===== src/hdl/rccc_pkg.sv =====
// Types and constants for the channel calibrate and classify unit.
package rccc_pkg;

	localparam int NUM_CHANNELS_DEF = 32;
	localparam int SLOT_COUNT_DEF   = 6;

	localparam int ONE_Q14 = 16384;
	localparam int QUO_W   = 15;

	localparam logic MODE_WRITE   = 1'b0;
	localparam logic MODE_CONVERT = 1'b1;

	localparam logic [1:0] POS_NONE = 2'd0;
	localparam logic [1:0] POS_OFF  = 2'd1;
	localparam logic [1:0] POS_MID  = 2'd2;
	localparam logic [1:0] POS_ON   = 2'd3;

	typedef struct packed {
		logic               mode;
		logic [4:0]         channel;
		logic [11:0]        pulse_us;
		logic [11:0]        cal_min;
		logic [11:0]        cal_trim;
		logic [11:0]        cal_max;
		logic [6:0]         cal_deadzone;
		logic               cal_reverse;
		logic signed [15:0] on_threshold;
		logic signed [15:0] mid_threshold;
		logic               two_position;
	} req_t;

	typedef struct packed {
		logic signed [15:0] calibrated;
		logic [1:0]         switch_position;
		logic [2:0]         flight_slot;
	} rsp_t;

	typedef struct packed {
		logic [11:0] lo;
		logic [11:0] mid;
		logic [11:0] hi;
		logic [6:0]  band;
		logic        flip;
	} cal_entry_t;

endpackage


===== src/hdl/rc_channel_calibrate_classify_unit.sv =====
// Pipelined RC pulse calibration, switch classification and mode slot mapping.
// Takes one request per cycle and returns one response per request, in order,
// through registered steps: table read, clamp, side select, a 15-stage
// one-bit-per-stage divider, sign apply, classify; the response register and a
// common stall keep full throughput whenever the response side takes every cycle.
// A write request (mode 0) stores the channel's min, trim, max, deadzone and
// reverse and answers with all zeros; a convert request reads that entry, so a
// channel must be written before it is converted.
module rc_channel_calibrate_classify_unit #(
	parameter int NUM_CHANNELS = rccc_pkg::NUM_CHANNELS_DEF,
	parameter int SLOT_COUNT   = rccc_pkg::SLOT_COUNT_DEF
) (
	input  logic          clk,
	input  logic          arst_n,
	input  logic          req_valid,
	output logic          req_ready,
	input  rccc_pkg::req_t req,
	output logic          rsp_valid,
	input  logic          rsp_ready,
	output rccc_pkg::rsp_t rsp
);

	localparam int CH_W   = $clog2(NUM_CHANNELS);
	localparam int QW     = rccc_pkg::QUO_W;
	localparam int SLOT_W = $clog2(SLOT_COUNT + 1);

	typedef struct packed {
		logic               nul;
		logic [11:0]        pulse;
		logic signed [15:0] on_th;
		logic signed [15:0] mid_th;
		logic               two_pos;
	} s1_t;

	typedef struct packed {
		logic               nul;
		logic [11:0]        v;
		logic [12:0]        mid_p;
		logic signed [13:0] mid_m;
		logic [11:0]        lo;
		logic [11:0]        hi;
		logic               flip;
		logic signed [15:0] on_th;
		logic signed [15:0] mid_th;
		logic               two_pos;
	} s2_t;

	typedef struct packed {
		logic               nul;
		logic               zero;
		logic               sat;
		logic               neg;
		logic [12:0]        rem;
		logic [12:0]        dv;
		logic [QW-1:0]      dbits;
		logic [QW-1:0]      quo;
		logic signed [15:0] on_th;
		logic signed [15:0] mid_th;
		logic               two_pos;
	} div_t;

	typedef struct packed {
		logic               nul;
		logic signed [15:0] c;
		logic signed [15:0] on_th;
		logic signed [15:0] mid_th;
		logic               two_pos;
	} sc_t;

	rccc_pkg::cal_entry_t cal_mem [NUM_CHANNELS];

	logic adv;
	logic acc;
	logic in_range;

	logic                 v_s1, v_s2, v_s3, v_sc;
	s1_t                  d_s1;
	rccc_pkg::cal_entry_t e_s1;
	s2_t                  d_s2;
	logic                 v_div [QW+1];
	div_t                 d_div [QW+1];
	sc_t                  d_sc;
	logic                 rsp_valid_q;
	rccc_pkg::rsp_t       rsp_q;

	assign adv       = !rsp_valid_q || rsp_ready;
	assign req_ready = adv;
	assign acc       = req_valid && adv;
	assign in_range  = 32'(req.channel) < NUM_CHANNELS;
	assign rsp_valid = rsp_valid_q;
	assign rsp       = rsp_q;

	// Table write and registered table read at acceptance.
	always_ff @(posedge clk) begin
		if (acc) begin
			if (req.mode == rccc_pkg::MODE_WRITE && in_range) begin
				cal_mem[CH_W'(req.channel)] <= '{lo: req.cal_min, mid: req.cal_trim,
					hi: req.cal_max, band: req.cal_deadzone, flip: req.cal_reverse};
			end
			e_s1 <= cal_mem[CH_W'(req.channel)];
		end
	end

	always_ff @(posedge clk or negedge arst_n) begin
		if (!arst_n) begin
			v_s1 <= 1'b0;
		end else if (adv) begin
			v_s1 <= req_valid;
		end
	end

	always_ff @(posedge clk) begin
		if (adv) begin
			d_s1.nul     <= req.mode == rccc_pkg::MODE_WRITE || !in_range || req.pulse_us == '0;
			d_s1.pulse   <= req.pulse_us;
			d_s1.on_th   <= req.on_threshold;
			d_s1.mid_th  <= req.mid_threshold;
			d_s1.two_pos <= req.two_position;
		end
	end

	// Stage 2: clamp and band edges.
	logic [11:0] clamp_v;
	always_comb begin
		if (d_s1.pulse < e_s1.lo) begin
			clamp_v = e_s1.lo;
		end else if (d_s1.pulse > e_s1.hi) begin
			clamp_v = e_s1.hi;
		end else begin
			clamp_v = d_s1.pulse;
		end
	end

	always_ff @(posedge clk or negedge arst_n) begin
		if (!arst_n) begin
			v_s2 <= 1'b0;
		end else if (adv) begin
			v_s2 <= v_s1;
		end
	end

	always_ff @(posedge clk) begin
		if (adv) begin
			d_s2.nul     <= d_s1.nul;
			d_s2.v       <= clamp_v;
			d_s2.mid_p   <= {1'b0, e_s1.mid} + {6'd0, e_s1.band};
			d_s2.mid_m   <= $signed({2'b00, e_s1.mid}) - $signed({7'd0, e_s1.band});
			d_s2.lo      <= e_s1.lo;
			d_s2.hi      <= e_s1.hi;
			d_s2.flip    <= e_s1.flip;
			d_s2.on_th   <= d_s1.on_th;
			d_s2.mid_th  <= d_s1.mid_th;
			d_s2.two_pos <= d_s1.two_pos;
		end
	end

	// Stage 3: pick side, numerator and divisor, load the divider.
	logic               above, below;
	logic [11:0]        num;
	logic signed [13:0] den;
	logic [13:0]        num_b;
	always_comb begin
		above = {1'b0, d_s2.v} > d_s2.mid_p;
		below = $signed({2'b00, d_s2.v}) < d_s2.mid_m;
		num_b = 14'(d_s2.mid_m - $signed({2'b00, d_s2.v}));
		if (above) begin
			num = 12'({1'b0, d_s2.v} - d_s2.mid_p);
			den = $signed({2'b00, d_s2.hi}) - $signed({1'b0, d_s2.mid_p});
		end else begin
			num = num_b[11:0];
			den = d_s2.mid_m - $signed({2'b00, d_s2.lo});
		end
	end

	always_ff @(posedge clk or negedge arst_n) begin
		if (!arst_n) begin
			v_div[0] <= 1'b0;
		end else if (adv) begin
			v_div[0] <= v_s2;
		end
	end

	always_ff @(posedge clk) begin
		if (adv) begin
			d_div[0].nul     <= d_s2.nul;
			d_div[0].zero    <= !above && !below;
			d_div[0].sat     <= den <= 14'sd0 || $signed({2'b00, num}) >= den;
			d_div[0].neg     <= below ^ d_s2.flip;
			d_div[0].rem     <= {1'b0, num};
			d_div[0].dv      <= {den[11:0], 1'b0};
			d_div[0].dbits   <= QW'(den[11:0]);
			d_div[0].quo     <= '0;
			d_div[0].on_th   <= d_s2.on_th;
			d_div[0].mid_th  <= d_s2.mid_th;
			d_div[0].two_pos <= d_s2.two_pos;
		end
	end

	// Restoring divider, one quotient bit per stage.
	for (genvar i = 0; i < QW; i++) begin : g_div
		logic [13:0] r2;
		logic        qb;
		div_t        nxt;
		assign r2 = {d_div[i].rem, d_div[i].dbits[QW-1]};
		assign qb = r2 >= {1'b0, d_div[i].dv};

		always_comb begin
			nxt       = d_div[i];
			nxt.rem   = qb ? 13'(r2 - {1'b0, d_div[i].dv}) : r2[12:0];
			nxt.dbits = {d_div[i].dbits[QW-2:0], 1'b0};
			nxt.quo   = {d_div[i].quo[QW-2:0], qb};
		end

		always_ff @(posedge clk or negedge arst_n) begin
			if (!arst_n) begin
				v_div[i+1] <= 1'b0;
			end else if (adv) begin
				v_div[i+1] <= v_div[i];
			end
		end

		always_ff @(posedge clk) begin
			if (adv) begin
				d_div[i+1] <= nxt;
			end
		end
	end

	// Saturate and apply sign.
	logic [15:0] mag;
	always_comb begin
		if (d_div[QW].zero) begin
			mag = '0;
		end else if (d_div[QW].sat) begin
			mag = 16'(rccc_pkg::ONE_Q14);
		end else begin
			mag = {1'b0, d_div[QW].quo};
		end
	end

	always_ff @(posedge clk or negedge arst_n) begin
		if (!arst_n) begin
			v_sc <= 1'b0;
		end else if (adv) begin
			v_sc <= v_div[QW];
		end
	end

	always_ff @(posedge clk) begin
		if (adv) begin
			d_sc.nul     <= d_div[QW].nul;
			d_sc.c       <= d_div[QW].neg ? -$signed(mag) : $signed(mag);
			d_sc.on_th   <= d_div[QW].on_th;
			d_sc.mid_th  <= d_div[QW].mid_th;
			d_sc.two_pos <= d_div[QW].two_pos;
		end
	end

	// Classify: switch thresholds and mode slot boundaries.
	logic [16:0]           s_val;
	logic                  pass_on, pass_mid;
	logic [SLOT_COUNT-2:0] slot_hit;
	logic [SLOT_W-1:0]     slot_cnt;
	logic [1:0]            pos;

	// Compare against twice the threshold magnitude; a negative threshold flips the test.
	function automatic logic th_pass(logic [16:0] s, logic signed [15:0] th);
		logic [16:0] mag_th;
		mag_th = th[15] ? 17'(-$signed({th[15], th})) : {1'b0, th};
		return th[15] ? ({1'b0, s} < {mag_th, 1'b0}) : ({1'b0, s} > {mag_th, 1'b0});
	endfunction

	assign s_val    = 17'($signed({d_sc.c[15], d_sc.c}) + 17'sd16384);
	assign pass_on  = th_pass(s_val, d_sc.on_th);
	assign pass_mid = th_pass(s_val, d_sc.mid_th);

	for (genvar k = 1; k < SLOT_COUNT; k++) begin : g_slot
		localparam longint A = longint'(k) * 688128 * SLOT_COUNT - 1015808
			- longint'(SLOT_COUNT) * SLOT_COUNT * 344064;
		localparam longint B = longint'(20) * SLOT_COUNT * SLOT_COUNT;
		localparam longint T = (A >= 0) ? (A + B - 1) / B : -((-A) / B);
		localparam logic signed [17:0] T18 = 18'(T);
		assign slot_hit[k-1] = $signed({{2{d_sc.c[15]}}, d_sc.c}) >= T18;
	end

	always_comb begin
		slot_cnt = SLOT_W'(1);
		for (int j = 0; j < SLOT_COUNT - 1; j++) begin
			slot_cnt = slot_cnt + SLOT_W'(slot_hit[j]);
		end
		if (pass_on) begin
			pos = rccc_pkg::POS_ON;
		end else if (!d_sc.two_pos && pass_mid) begin
			pos = rccc_pkg::POS_MID;
		end else begin
			pos = rccc_pkg::POS_OFF;
		end
	end

	always_ff @(posedge clk or negedge arst_n) begin
		if (!arst_n) begin
			rsp_valid_q <= 1'b0;
		end else if (adv) begin
			rsp_valid_q <= v_sc;
		end
	end

	always_ff @(posedge clk) begin
		if (adv) begin
			if (d_sc.nul) begin
				rsp_q <= '{calibrated: '0, switch_position: rccc_pkg::POS_NONE, flight_slot: '0};
			end else begin
				rsp_q.calibrated      <= d_sc.c;
				rsp_q.switch_position <= pos;
				rsp_q.flight_slot     <= 3'(slot_cnt);
			end
		end
	end

endmodule


===== config.mk =====
export PLATFORM = sky130hd
export DESIGN_NAME = rc_channel_calibrate_classify_unit
export DESIGN_NICKNAME = d
export VERILOG_FILES = /design/src/hdl/rccc_pkg.sv /design/src/hdl/rc_channel_calibrate_classify_unit.sv
export SDC_FILE = /design/constraint.sdc
export NUM_CORES = 2
export LEC_CHECK = 0
export BUFFER_PORTS_ARGS = -buffer_cell sky130_fd_sc_hd__buf_4
export CORE_MARGIN = 1.5
export CORE_UTILIZATION = 55
export DETAILED_ROUTE_END_ITERATION = 7
export PLACE_DENSITY = 0.8
export SLEW_MARGIN = 5
export SYNTH_ARGS = -nofsm -noshare
export SYNTH_HDL_FRONTEND = slang
export SYNTH_SLANG_ARGS = --single-unit
export TNS_END_PERCENT = 5

===== constraint.sdc =====
create_clock -name clk -period 92.7 [get_ports clk]
set_input_delay 27.81 -clock clk [delete_from_list [all_inputs] [get_ports clk]]
set_output_delay 27.81 -clock clk [all_outputs]
set_load 0.02 [all_outputs]

; Word-level counts from Yosys, hierarchy flattened
; Memory sizes are Yosys's and may differ from the RTL's. A register that Yosys moved wholly into a read port is not among the register bits.
; Index checks and enable logic that the tools add are counted.
[word_totals]
n_memories = 2
latch_bits = 0
out_inout_bits = 23
word_cells = 151
register_bits = 234
ramBits = 2896
romBits = 0
[memory_table]
columns = memory, words, word_bits, read_ports, rd_ports_with_merged_regs, wr, line_no
row1 = d_div, 16, 93, 16, 0, 16, rc_channel_calibrate_classify_unit.sv:81  ; div_t d_div [QW+1];
row2 = cal_mem, 32, 44, 1, 1, 1, rc_channel_calibrate_classify_unit.sv:70  ; rccc_pkg::cal_entry_t cal_mem [NUM_CHANNELS];
[op_classes]
order_cmp = 30
shift = 0
eq_ne = 0
n_mul = 0
n_div = 0
n_mux = 33
n_bitwise = 2
reduce_logical = 11
add_sub_neg = 30
[op_table]
columns = operator, count
row1 = $ge 14x13->1, 15
row2 = $mux 13, 15
row3 = $sub 13x13->13, 15
row4 = $gt 17x18->1, 2
row5 = $lt 17x18->1, 2
row6 = $mux 12, 3
row7 = $mux 17, 2
row8 = $neg 16->17, 2
row9 = $ge 16x14->1 const B, 2
row10 = $ge 16x15->1 const B, 2
row11 = $mux 15, 2
row12 = $sub 12x12->12, 2
row13 = $add 16x16->17 const B, 1
row14 = $ge 16x12->1 const B, 1
row15 = $mux 16, 1
row16 = $neg 16->16, 1
row17 = $ge 13x14->1, 1
row18 = $le 14x1->1 const B, 1
row19 = $mux 14, 1
row20 = $sub 12x13->14, 1
row21 = $sub 13x13->14, 1
row22 = $add 12x7->13, 1
row23 = $gt 12x13->1, 1
row24 = $lt 13x13->1, 1
row25 = 14 further kinds, 30

; Longest topological paths before layout
[depth]
word_depth = 7
mapped_depth = 20
depth_no_buf = 20

; Worst setup path after synthesis
; No wires, ideal clock.
[synth_timing]
path_kind = input to output
startpoint = in rsp_ready
endpoint = out req_ready
t_arrival_ns = 62.899
t_required_ns = 64.890
path_slack_ns = 1.991
path_stages = 3
path_buffers = 1
cell_sequence = nor2b_1 -> inv_1 -> clkbuf_1
[synth_between]
elab_chain_cells = 1
[synth_rtl]
columns = element, line_no
row1 = start: declaration, rc_channel_calibrate_classify_unit.sv:19  ; input logic rsp_ready,
row2 = $logic_or 1x1->1, rc_channel_calibrate_classify_unit.sv:86  ; assign adv = !rsp_valid_q || rsp_ready;
row3 = end: declaration, rc_channel_calibrate_classify_unit.sv:16  ; output logic req_ready,
; Every way passes these cells.

; Final worst setup path
; Ends and elaborated chain as after synthesis.

==> flow_summary.toml <==
[outcome]
status = "finished, final reports clean"

[die]
design.die.area_um2 = 202700
pin_count = 122
die_x_um = 450.3
coreArea_um2 = 198000
core.rowCount = 163
die_height_um = 450.3
start_util = 0.5556

[job]
drv_cap = 0

[sta]
max_freq_mhz = 17.58
fin_crit_ps = 56870
skew_ps = 73.27
slew_headroom = 0.09960
period_share = 0.6135
worst_slew_pin_slew_ps = 1351
final.setup.tns_ps = 0
maxSlewViolCount = 0
finalSetupViolations = 0
rsz0062_at_grt = "no"
timing.final.hold_violations = 0

[logic_synthesis]
synth_edf_count = 2737
synth.most_common_cell = "edfxtp_1"
ys_top_cells_by_area = "edfxtp_1 75%, mux4_2 7.2%, ha_1 3.7%, mux2_2 1.5%, inv_1 1.3%"
synth_cell_types = 73
synth-seq-cells = 2757
yosysTopAreaCell = "edfxtp_1"
post-synth-top-area-fraction = 0.7470
postSynthCellCount = 5924
synth_top_cells_by_count = "2737 x edfxtp_1, 367 x inv_1, 352 x mux4_2"
syn_avg_cell_area_um2 = 18.57
syn_area_um2 = 110000
async_flop_share = 0.007254
yosysWarnings = 0
syn-num-nets = 6371
seq_area_frac_synth = 0.7516
synthFlopType = "edfxtp_1"

[setup_path]
worstSetupStartpoint = "rsp_ready"
critPathArrivalTime_ps = 29060
endpoint_kind = "output pin"
setup.worst_path.class = "in2out"
startpoint_type = "input port"
cp.required_ps = 64890
cp_max_fo = 109
rr_startpoint = "rsp_valid"

[clock_tree]
cts_setup_buffers = 0
clockBufferDepth = 4
cts_resized = 0
cts_sinks = 2757
cts_htree_levels = 5
cts_tree = "done"
cts_inserted_buffers = 290
cts_hold_buf = 0
clk_latency_ps = 940
cts_root_buf = "clkbuf_16"
clkTransAtPathRegs_ps = 60

[layout]
fin_cells = 9096
drive_gt1_frac = 0.1758
fill_cells = 12920
syn2layout_area_growth_pct = 11.97
multi_input_area_um2 = 25610
seqCellArea_um2 = 82690
fin_nets = 6698

[global_routing]
grt_max_degree = 208
gr-usage-all-layers = 0.2380
antenna_found_initial = 10
grt_pass1_wl_um = 359100
grt_pass1_vias = 57380
overflow = 0

[min_path]
min_from = "d_div[1][599]"
hold_class = "reg2reg"

[route]
drtIter0Drc = 6445
avgRoutedWirePerCell_um = 26.58
viasPerCell = 6.140
vias = 55850
route.detailed.drc = 0
first_pass_iters = 5
drtAntennaViolNets = 0
wl_um = 241800

[power]
p_leak_uw = 0.04345
power.density_nw_per_um2 = 34.67
ir_drop_v = 0.00002560

[placement]
dp_hpwl_um = 125900
place_inst = 8599
io_buffers = 121
place_congestion = 0.8581
## report_power, final
group | internal, µW | switching (µW)
registers | 1820 | 153
logic | 541 | 673
clock network | 622 | 463
total | 2980 | 1290
## worst max-delay path, stage by stage
cell,delay (ps)
buf_4,80
nor2b_1,30
buf_4,200
inv_8,510
buf_4,280
## flip-flops by register name (all words and copies together) (netlist names)
name,count
cal_mem,1408
d_div,1072
d_s1,46
d_s2,96
d_sc,50
e_s1,44
rsp,21
rsp_valid,1
v_div,16
v_s1,1
v_s2,1
v_sc,1
## area by class of cell
type / count / share of cell area
timing repair buffer: 198 / 0.01249
antenna: 7 / 0.0001422
tap: 2640 / 0.02681
inverter: 368 / 0.01128
clock inverter: 125 / 0.007800
clock buffer: 365 / 0.06240
multi-input combinational: 2636 / 0.2079
sequential: 2757 / 0.6712
## per-layer routing
| layer | part of all wire | global-route usage |
|---|---|---|
| met1 | 0.34 | 0.2789 |
| met4 | 0.051 | 0.1170 |
| met5 | 0.000095 | 0 |
| met2 | 0.52 | 0.4180 |
| met3 | 0.083 | 0.04808 |
## cell usage in the layout (no fill, tap or decap), types with 67 or more instances in the layout
cell       count
a22oi_1      177
nor2_1       142
a21o_1        69
clkbuf_16    297
xnor2_1      102
inv_1        365
nor2b_1       82
edfxtp_1    2737
nor3_1        67
mux2_2       144
a21oi_1      118
nand4_1       82
mux4_2       352
xor2_1        93
nand2_1      231
o21ai_0      104
clkbuf_1      68
ha_1         326
buf_4        193
## cell families (layout without fill, tap and decap cells)
group           count (synthesis)  in the layout  share of synthesized area
fa+ha+maj                     348            348                    0.04108
mux                           558            558                    0.09244
buf+inv                       531           1056                    0.01821
flops                        2757           2757                     0.7516
xor+xnor                      195            195                    0.01552
other cells                     0              7                          0
simple gates                  851            851                    0.03901
compound gates                684            684                    0.04216
## final timing paths
path / end / slack (ps) / cells after the start
min: d_div[1][693] / 390 / 0
min in group asynchronous: v_div[12] / 26750 / 1
max reg2reg: d_div[1][15] / 86370 / 8
min reg2reg: d_div[1][693] / 390 / 0
max: req_ready / 35830 / 5
max in group asynchronous: v_div[5] / 65700 / 1
## metrics by stage
step / hold slack, ps / setup slack (ps) / util / cell area, µm² / total power [µW]
final: 388.2 / 35830 / 0.6221 / 123200 / 4271
after global routing: 407.0 / 35750 / 0.6221 / 123200 / 4492
after CTS: 386.5 / 35880 / 0.6220 / 123200 / 4289
after detailed placement: 404.5 / 35890 / 0.5783 / 114500 / 3175
after global placement: 400.3 / 35880 / 0.5783 / 114500 / 3108
after floorplan: 400.3 / 1991 / - / 110000 / 3039
(Power assumes the default switching activity.)
